`src/sv/sdf_alu.sv`:
```
// ----------------------------------------------------------------------------
// sdf_alu
// Shared compare-and-subtract unit for the root and scaling iterations.
// ----------------------------------------------------------------------------
module sdf_alu #(
  parameter int W = 32
) (
  input  logic [W-1:0] a_i,
  input  logic [W-1:0] b_i,
  output logic         ge_o,
  output logic [W-1:0] diff_o
);

  logic [W:0] sub;

  // one subtractor; the borrow gives the compare
  assign sub    = {1'b0, a_i} - {1'b0, b_i};
  assign ge_o   = ~sub[W];
  assign diff_o = sub[W-1:0];

endmodule

```
`config.mk`:
```
export PLATFORM = sky130hd
export DESIGN_NAME = sdf_alu
export DESIGN_NICKNAME = d
export VERILOG_FILES = /design/src/sv/sdf_alu.sv
export SDC_FILE = /design/constraint.sdc
export NUM_CORES = 1
export LEC_CHECK = 0
export BUFFER_PORTS_ARGS = -buffer_cell sky130_fd_sc_hd__buf_2
export CAP_MARGIN = 5
export CORE_ASPECT_RATIO = 1.1
export CORE_MARGIN = 2
export CORE_UTILIZATION = 45
export DETAILED_ROUTE_END_ITERATION = 10
export PLACE_DENSITY_LB_ADDON = 0.25
export SYNTH_ARGS = -nofsm -noshare
export SYNTH_HDL_FRONTEND = slang
export SYNTH_SLANG_ARGS = --single-unit
```
`constraint.sdc`:
```
create_clock -name vclk -period 7.35
set_input_delay 0.735 -clock vclk [all_inputs]
set_output_delay 0.735 -clock vclk [all_outputs]
set_load 0.01 [all_outputs]
```
==> qor.txt <==
clock network power share -> 0%
fill cell instance count of the final layout -> 369
worst-margin pin slew -> 0.3598 ns
combinational group share of total power -> 100.0%
cell count of the worst hold path -> 4
fin. max-slew vios -> 0
required arrival time at the worst endpoint -> 6.61 ns
Placeable Area -> 3655 sq um
Vias per Instance -> 5.201
total net switching power -> 121.6 uW
critical-path cell with the highest stage delay -> fa_1
number of nets in the final layout -> 437
achievable clock frequency -> 0.2609 GHz
hold crit path type -> in -> out
aggregate negative setup slack -> 0 ns
total setup buffers inserted after CTS -> 0
number of nets with antenna violations after routing -> 0
die boundary height -> 68.66 microns
critical path fanouts, max -> 3
synth-to-layout area growth -> 30.43%
standard-cell row count -> 23
RSZ-0062 raised after global routing -> false
sequential share of power -> 0%
Initial DRT Pass Iterations -> 4
most frequent cell on the critical path -> buf_2
Vias -> 2018
floorplan die area -> 4310 sq um
die width -> 62.78 microns
count of input and output buffers -> 97
arrival time at the worst endpoint -> 3.10 ns
area occupied by registers -> 0 sq um
worst vdd ir -> 0.04011 mV
DRC violation count after routing -> 0
Routed WL -> 4.182 mm
overflow left after global routing -> 0
total power density per cell area -> 101.6 nW/um^2
Switching Fraction -> 53.66%
critical path class -> in -> out
routed wirelength normalized by instance count -> 10.78 microns
crit path cell chain -> buf_2, inv_1, ha_1, fa_1, nor2b_1, o31a_1, o2bb2ai_4, o21ai_1, a21oi_1, or2_1, a31oi_1, xor2_1, buf_2
library cells used by synthesis -> 48
Setup crit start kind -> input pin
share of post-route cells with drive strength above 1 -> 31.66%
proportion of synthesized chip area in sequential cells -> 0%
initial drt markers -> 104
top-level I/O count -> 97
via count of the first global-routing pass -> 1791
antenna violations before repair -> 0
clock tree buffer count of the final layout -> 0
most common library cell in the layout ignoring fill and taps -> buf_2
warning count from the yosys run -> 0
Slew headroom -> 75.76%
kind of end point of the critical path -> output pin
top library cells by usage in the layout, fill and taps aside -> 97 x buf_2, 42 x inv_1, 32 x ha_1
maximum number of pins on one net before global-route repair -> 8
HPWL after detailed placement -> 3.728 mm
Post-Syn Area -> 1710 sq um
# hold bufs at CTS -> 0
Antenna Diode Count -> 0
outcome -> completed
max_cap viols -> 0
static power due to leakage -> 0.001307 uW
post-layout util -> 61.04%
cell internal pwr -> 105.0 uW
final RePlAce weighted congestion -> 0.9108
max incr delay on CP -> 0.41 ns
Setup Viol. Count Final -> 0
final hold vios -> 0
first-pass GRT wire length -> 7.210 mm
Post-Synthesis Net Count -> 341
PnR worst setup slack -> 3.517 ns
CTS-repair resized insts -> 0
time the final worst path needs with I/O delays and setup -> 3.833 ns
hold endpoint -> diff_o[0]
overall power -> 226.7 uW
starting density of the core -> 46.80%
worst-case setup slack after placement -> 3.528 ns
aggregate global-route resource usage -> 19.40%
sequential cell count -> 0
Cells after Synth -> 244
startpoint of the worst hold path -> b_i[0]
Avg Cell Area, Syn -> 7.010 sq um
fraction of the cycle the final worst path needs -> 52.15%
==> metal layers <==
layer	routed length, microns	share of wire [%]	track usage, %
met2	2013	48	36.42
met5	0	0	0
met3	250	6.0	0.6494
met1	1869	45	25.83
met4	48	1.1	2.222
==> area by class of cell <==
type / instances / area (sq um) / area share [%]
inverter: 42 / 157.7 / 7.067
multi-input combinational: 199 / 1525 / 68.37
tap: 50 / 62.56 / 2.804
timing repair buffer: 97 / 485.5 / 21.76
==> cells by family after synthesis <==
family | count (synthesis) | share of synthesized area (%)
buffers and inverters | 45 | 10.83
adders and majority gates | 33 | 24.58
AOI/OAI and AO/OA | 88 | 36.21
and+or+nand+nor | 50 | 14.05
xor gates and xnor gates | 28 | 14.34
==> Yosys cell counts (2+ instances only) <==
cell type	instances	area [sq um]
inv_1	42	157.7
ha_1	32	400.4
a21oi_1	28	140.1
nand2_1	15	56.30
xnor2_1	15	131.4
xor2_1	13	113.9
a21o_1	12	90.09
nor2_1	12	45.04
o21a_1	8	60.06
o21ai_0	6	30.03
o21ai_1	6	30.03
a31oi_1	4	25.02
nand3_1	4	20.02
a21oi_2	3	26.28
nand4_1	3	18.77
nor3_1	3	15.01
a211oi_1	2	15.01
and3_1	2	12.51
buf_6	2	22.52
nand2b_1	2	12.51
nor2b_1	2	12.51
o31ai_1	2	15.01
==> power groups by stage <==
stage          registers, uW  logic, uW  clock network [uW]
2_1_floorplan              0        154                   0
3_3_place_gp               0        225                   0
3_5_place_dp               0        227                   0
4_1_cts                    0        228                   0
5_1_grt                    0        253                   0
6_report                   0        227                   0
==> how the worst max path moves through the flow <==
stage           start    endpoint  slack (ns)  cells past startpoint
6_report       a_i[0]  diff_o[18]        3.52                     13
5_1_grt        a_i[0]  diff_o[18]        3.30                     13
4_1_cts        a_i[0]  diff_o[18]        3.52                     13
3_5_place_dp   a_i[0]  diff_o[18]        3.53                     13
3_3_place_gp   b_i[1]  diff_o[25]        3.55                     12
2_1_floorplan  a_i[0]  diff_o[18]        3.85                     11
==> metrics by stage <==
| stage | hold slack (ns) | area [sq um] | cells |
|---|---|---|---|
| 2_1_floorplan | 1.618 | 1710 | 244 |
| 3_3_place_gp | 1.803 | 2231 | 388 |
| 3_5_place_dp | 1.822 | 2231 | 388 |
| 4_1_cts | 1.823 | 2231 | 388 |
| 5_1_grt | 1.830 | 2231 | 388 |
| 6_report | 1.814 | 2231 | 388 |
==> critical path: cells and delay by family <==
family          cells  cell delay (ns)
compound gates      5             0.93
fa+ha+maj           2             0.62
simple gates        2             0.42
buf+inv             3             0.24
xor+xnor            1             0.15
(Power assumes the default switching activity.)
