File: config.mk
export PLATFORM = sky130hd
export DESIGN_NAME = sdf_scan
export DESIGN_NICKNAME = d
export VERILOG_FILES = /design/src/sv/sdf_pkg.sv /design/src/sv/sdf_scan.sv
export SDC_FILE = /design/constraint.sdc
export NUM_CORES = 1
export LEC_CHECK = 0
export BUFFER_PORTS_ARGS = -buffer_cell sky130_fd_sc_hd__buf_2
export CORE_AREA = 2 2 112 223
export DETAILED_ROUTE_END_ITERATION = 12
export DIE_AREA = 0 0 114 225
export MAX_ROUTING_LAYER = met4
export PLACE_DENSITY = 0.79
export SYNTH_ARGS = -nofsm -noshare
export SYNTH_HDL_FRONTEND = slang
export SYNTH_SLANG_ARGS = --single-unit
File: constraint.sdc
create_clock -name clk_i -period 5.2 [get_ports clk_i]
set_clock_uncertainty 0.2 [all_clocks]
set_input_delay 0.52 -clock clk_i [delete_from_list [all_inputs] [get_ports clk_i]]
set_output_delay 0.52 -clock clk_i [all_outputs]
set_load 0.1 [all_outputs]
File: src/sv/sdf_pkg.sv
// ----------------------------------------------------------------------------
// sdf_pkg
// Shared types and constants of the signed distance field pixel block.
// ----------------------------------------------------------------------------
package sdf_pkg;

  // Field and register widths
  localparam int COORD_W      = 12;
  localparam int COV_W        = 8;
  localparam int DV_W         = 8;
  localparam int CFG_IDX_W    = 2;
  localparam int CFG_DATA_W   = 11;
  localparam int DIM_CFG_W    = 11;
  localparam int SPREAD_CFG_W = 9;

  // Signed working width of window coordinates (coordinate plus or minus radius)
  localparam int COORD_WORK_W = 14;

  // Fraction bits of the root, and quotient bits of the final scaling
  localparam int FRAC_BITS = 16;
  localparam int DIV_STEPS = 9;

  localparam logic [DIM_CFG_W-1:0]    DIM_RESET    = 11'd1024;
  localparam logic [SPREAD_CFG_W-1:0] SPREAD_RESET = 9'd256;

  localparam logic KIND_LOAD  = 1'b0;
  localparam logic KIND_QUERY = 1'b1;

  typedef enum logic [CFG_IDX_W-1:0] {
    CFG_WIDTH  = 2'd0,
    CFG_HEIGHT = 2'd1,
    CFG_SPREAD = 2'd2
  } cfg_index_e;

  typedef enum logic [3:0] {
    ST_IDLE,
    ST_READ,
    ST_CLASS,
    ST_START,
    ST_SCAN,
    ST_SQRT,
    ST_PREP,
    ST_MAP,
    ST_DIV,
    ST_DONE
  } state_e;

  // Scan launch from the sequencer
  typedef struct packed {
    logic start;
    logic cls;
  } scan_ctl_t;

endpackage

File: src/sv/sdf_scan.sv
// ----------------------------------------------------------------------------
// sdf_scan
// Window scanner: walks the clipped window one pixel a cycle and keeps the
// least squared distance to a pixel of the opposite class.
// ----------------------------------------------------------------------------
module sdf_scan #(
  parameter int MAX_DIM    = 1024,
  parameter int MAX_SPREAD = 256
) (
  input  logic                                     clk_i,
  input  logic                                     rst_ni,
  input  sdf_pkg::scan_ctl_t                       ctl_i,
  input  logic [$clog2(MAX_DIM)-1:0]               x0_i,
  input  logic [$clog2(MAX_DIM)-1:0]               x1_i,
  input  logic [$clog2(MAX_DIM)-1:0]               y0_i,
  input  logic [$clog2(MAX_DIM)-1:0]               y1_i,
  input  logic signed [sdf_pkg::COORD_WORK_W-1:0]  cx_i,
  input  logic signed [sdf_pkg::COORD_WORK_W-1:0]  cy_i,
  input  logic [2*$clog2(MAX_SPREAD+1)-1:0]        best_init_i,
  output logic                                     rd_en_o,
  output logic [2*$clog2(MAX_DIM)-1:0]             rd_addr_o,
  input  logic                                     rd_data_i,
  output logic                                     done_o,
  output logic [2*$clog2(MAX_SPREAD+1)-1:0]        best_o
);
  import sdf_pkg::*;

  localparam int AW  = $clog2(MAX_DIM);
  localparam int CW  = COORD_WORK_W;
  localparam int SPW = $clog2(MAX_SPREAD + 1);
  localparam int DXW = SPW + 1;
  localparam int BW  = 2 * SPW;

  logic                  active_q, busy_q, s1v_q, s2v_q;
  logic [AW-1:0]         x_q, y_q;
  logic                  cls_q;
  logic signed [DXW-1:0] s1_dx_q, s1_dy_q;
  logic                  s2_hit_q;
  logic [BW-1:0]         sqx_q, sqy_q;
  logic [BW-1:0]         best_q;

  logic signed [CW-1:0]    dx_full, dy_full;
  logic signed [2*DXW-1:0] sqx_full, sqy_full;
  logic [BW:0]             d2;
  logic                    take;

  // offsets of the pixel being read from the query point
  assign dx_full = $signed(CW'(x_q)) - cx_i;
  assign dy_full = $signed(CW'(y_q)) - cy_i;

  assign sqx_full = s1_dx_q * s1_dx_q;
  assign sqy_full = s1_dy_q * s1_dy_q;

  assign d2   = {1'b0, sqx_q} + {1'b0, sqy_q};
  assign take = s2v_q && s2_hit_q && (d2 < {1'b0, best_q});

  assign rd_en_o   = active_q;
  assign rd_addr_o = {y_q, x_q};
  assign done_o    = busy_q && !active_q && !s1v_q && !s2v_q;
  assign best_o    = best_q;

  // control: walk row by row, then drain the pipe
  always_ff @(posedge clk_i or negedge rst_ni) begin
    if (!rst_ni) begin
      active_q <= 1'b0;
      busy_q   <= 1'b0;
      s1v_q    <= 1'b0;
      s2v_q    <= 1'b0;
    end else begin
      s1v_q <= active_q;
      s2v_q <= s1v_q;
      if (ctl_i.start) begin
        active_q <= 1'b1;
        busy_q   <= 1'b1;
      end else begin
        if (active_q && x_q == x1_i && y_q == y1_i) begin
          active_q <= 1'b0;
        end
        if (done_o) begin
          busy_q <= 1'b0;
        end
      end
    end
  end

  // window position
  always_ff @(posedge clk_i) begin
    if (ctl_i.start) begin
      x_q <= x0_i;
      y_q <= y0_i;
    end else if (active_q) begin
      if (x_q == x1_i) begin
        x_q <= x0_i;
        y_q <= y_q + AW'(1);
      end else begin
        x_q <= x_q + AW'(1);
      end
    end
  end

  // distance pipe: offsets, squares, then sum and keep the least
  always_ff @(posedge clk_i) begin
    s1_dx_q  <= dx_full[DXW-1:0];
    s1_dy_q  <= dy_full[DXW-1:0];
    s2_hit_q <= (rd_data_i != cls_q);
    sqx_q    <= sqx_full[BW-1:0];
    sqy_q    <= sqy_full[BW-1:0];
    if (ctl_i.start) begin
      cls_q  <= ctl_i.cls;
      best_q <= best_init_i;
    end else if (take) begin
      best_q <= d2[BW-1:0];
    end
  end

endmodule

==> summary.md <==
| Metric | Value |
|---|---|
| DPL Wire Length | `approximately 23,000 µm` |
| Reg2reg start | `s1_dy_q[6]$_DFF_P_` |
| R2R depth | `19` |
| Slowest-stage cell, CP | `fa_1` |
| Reg clk slew, reported paths | `around 80 ps` |
| Final setup viols | `0` |
| Pin count of the biggest net entering global routing | `44` |
| Hold WC Path Type | `in -> reg` |
| Reg2reg end | `sqy_q[17]$_DFF_P_` |
| DR vias | `about 9,000` |
| I/O Pins | `~130` |
| IO Port Bufs | `~120` |
| Die width | `between 100 and 150 µm` |
| Hold Startpoint | `ctl_i[0]` |
| Grt total ovfl | `0` |
| Required @ worst endpoint | `~5300 ps` |
| Clock buffer count from CTS | `9` |
| Clk sinks | `about 100` |
| First-pass GRT wire length | `between 40,000 and 50,000 µm` |
| DR WL/cell | `~16 µm` |
| CTS tree | `built` |
| Crit Path Class | `reg -> reg` |
| Iteration-0 DRC Markers | `312` |
| Total GRT Usage | `between 20% and 30%` |
| H-Tree Depth | `3` |
| Post-Syn Area | `roughly 12,000 µm²` |
| Min Clock Period, post-route | `between 5000 and 6000 ps` |
| Worst hold stages | `1` |
| Worst skew pair latency | `370 ps` |
| Dpl ws | `-155 ps` |
| Seq/Total Area, Yosys | `between 20% and 30%` |
| Die Y | `approximately 230 µm` |
| Max FO, Critical Path | `5` |
| Syn-to-layout area delta | `14.0%` |
| Synthesized instance count | `approximately 1,300` |
| Status | `finished, final reports clean` |
| Residual DRC count | `0` |
| Setup slack, reg-to-reg | `170 ps` |
| CTS Root Cell | `clkbuf_16` |
| Initial core utilization | `49.5%` |
| Syn. warnings | `0` |
| CP startpoint kind | `flip-flop` |
| Max-slew violation count | `0` |
| Worst Hold End | `cls_q$_DFFE_PP_` |
| Max frequency | `slightly below 200 MHz` |
| CP cell instances | `buf_4, inv_1, nor2_1, buf_4, ha_1, or2_2, fa_1, fa_1, fa_1, inv_1, fa_1, inv_1, ha_1, a21o_1, a21oi_1, o21ai_2, a211o_1, a21oi_2, xor2_1` |
| Synth Area per Inst | `approximately 9.4 µm²` |
| Initial antenna violation count | `1` |
| Routed Wire Length | `about 27,000 µm` |
| Layout cells sized above 1 | `18.0%` |
| Worst rel slew slack | `between 30% and 40%` |
| Drt first pass iters | `5` |
| Critical Path Most Common Cell | `fa_1` |
| Multi-input gate area | `around 8300 µm²` |
| Die ar. | `approximately 26,000 µm²` |
| Crit share post-route | `between 90 and 100%` |
| Hold Vio Cnt, Final | `0` |
| Yosys cell types | `61` |
| Fillers | `between 2,000 and 2,500` |
| Clock Path Buffers | `2` |
| Row Count | `80` |
| Post-route setup slack | `between 150 and 200 ps` |
| Ys flop type | `dfxtp_1` |
| Drt via density | `between 5 and 6` |
| Nets@finish | `about 1,800` |
| CP startpoint | `s1_dy_q[6]$_DFF_P_` |
| Core area | `about 24,000 µm²` |
| #FFs+latches synth | `a little under 100` |
| Post-synth EDFFs | `39` |
| Synth Net Count | `about 1,600` |
| Vias in the first global route | `a little under 10,000` |
| Crit path DAT | `a little over 5000 ps` |
| Fraction of registers with async set or reset after synthesis | `around 4.1%` |
| Worst Max-Slew Pin Slew | `about 910 ps` |
| Biggest cell delay along the critical path | `550 ps` |
| Antenna-violating nets left | `0` |
| Crit end category | `flip-flop` |
| Maxcap violations | `0` |
| Register area | `roughly 2400 µm²` |
| RD Place Congestion | `0.936` |
-- cell families after synthesis --
logic type,synth area share [%]
compound gates,8.20
xor+xnor,8.32
fa+ha+maj,40.1
buf+inv,10.4
flops,20.1
mux,2.19
simple gates,10.7
-- flip-flops by register name, indices dropped and copies added, names as in the netlist --
name and cells:
busy_q 1, sqx_q 17, s2v_q 1, cls_q 1
s2_hit_q 1, s1v_q 1, x_q 10, rd_en_o 1
s1_dx_q 10, sqy_q 17, y_q 10, best_o 18
s1_dy_q 10
-- cells in the final DEF (no fill, tap or decap), types with 31 or more instances in the layout --
cell type  netlist  final
edfxtp_1        39     39
nand2_1         82     78
a21oi_1         39     36
inv_1          296    295
xnor2_1         66     66
ha_1           141    141
buf_2            2    122
xor2_1          44     44
o21ai_0         33     31
buf_4            0     50
nor2_1          59     56
dfxtp_1         55     40
and2_1          33     33
fa_1           148    147
-- worst max-delay path, delay by kind of cell, from the launching register on --
kind                       cells  cell delay (ps)
and+or+nand+nor                2              350
buffers and inverters          5              470
DFF                            1              370
AOI/OAI and AO/OA              5              940
xor gates and xnor gates       1              160
adders and majority gates      6             2480
-- how the worst max path moves through the flow --
stage | to | depth (start not counted)
floorplan | sqy_q[17]$_DFF_P_ | 17
global route | sqy_q[17]$_DFF_P_ | 19
CTS | sqy_q[17]$_DFF_P_ | 20
global placement | sqy_q[17]$_DFF_P_ | 16
finish | sqy_q[17]$_DFF_P_ | 19
detailed placement | sqy_q[17]$_DFF_P_ | 16
-- metrics by stage --
step | cell area, µm² | hold WS [ps] | TNS [ps] | util, % | cells
3_5_place_dp | 13000 | 136 | -253 | 54.6 | 1684
4_1_cts | 13300 | 125 | 0 | 55.9 | 1701
3_3_place_gp | 13000 | 135 | -111 | 54.6 | 1684
6_report | 13400 | 134 | 0 | 56.4 | 1705
5_1_grt | 13400 | 142 | -25.1 | 56.4 | 1705
2_1_floorplan | 11800 | 24.4 | 0 | - | 1252
-- synth_stat cells, types with 33 or more instances --
cell	number	area, µm²
inv_1	296	1110
and2_1	33	206
fa_1	148	2960
xnor2_1	66	578
xor2_1	44	385
nor2_1	59	221
a21oi_1	39	195
dfxtp_1	55	1100
edfxtp_1	39	1170
o21ai_0	33	165
nand2_1	82	308
ha_1	141	1760
-- area by class of cell --
cell class	instances	area share (%)
sequential	98	17.8
clock buffer	9	1.68
tap	287	2.67
antenna	1	0.0186
multi-input combinational	833	61.4
inverter	297	8.32
timing repair buffer	173	7.42
clock inverter	7	0.606
-- per-layer routing --
metal  global-route usage, %  up-vias  part of all wire (%)
li1                        -     4247                     -
met1                    21.1     4369                    33
met2                    43.0      167                    59
met3                    1.88       92                   2.0
met4                    12.7        0                   5.9
met5                       -        -                     0
-- what timing repair did --
item                                   4_1_cts  5_1_grt
hold buffers                                 1        0
gates resized for setup                      5       34
pin swaps                                    0       14
setup endpoints to repair                    3        8
endpoints found under the hold margin        4        0
setup buffers                                0        3
Power is left out: the tool's default activity adds up to more than one toggle a clock period on the data nets, which glitch-free logic cannot reach.
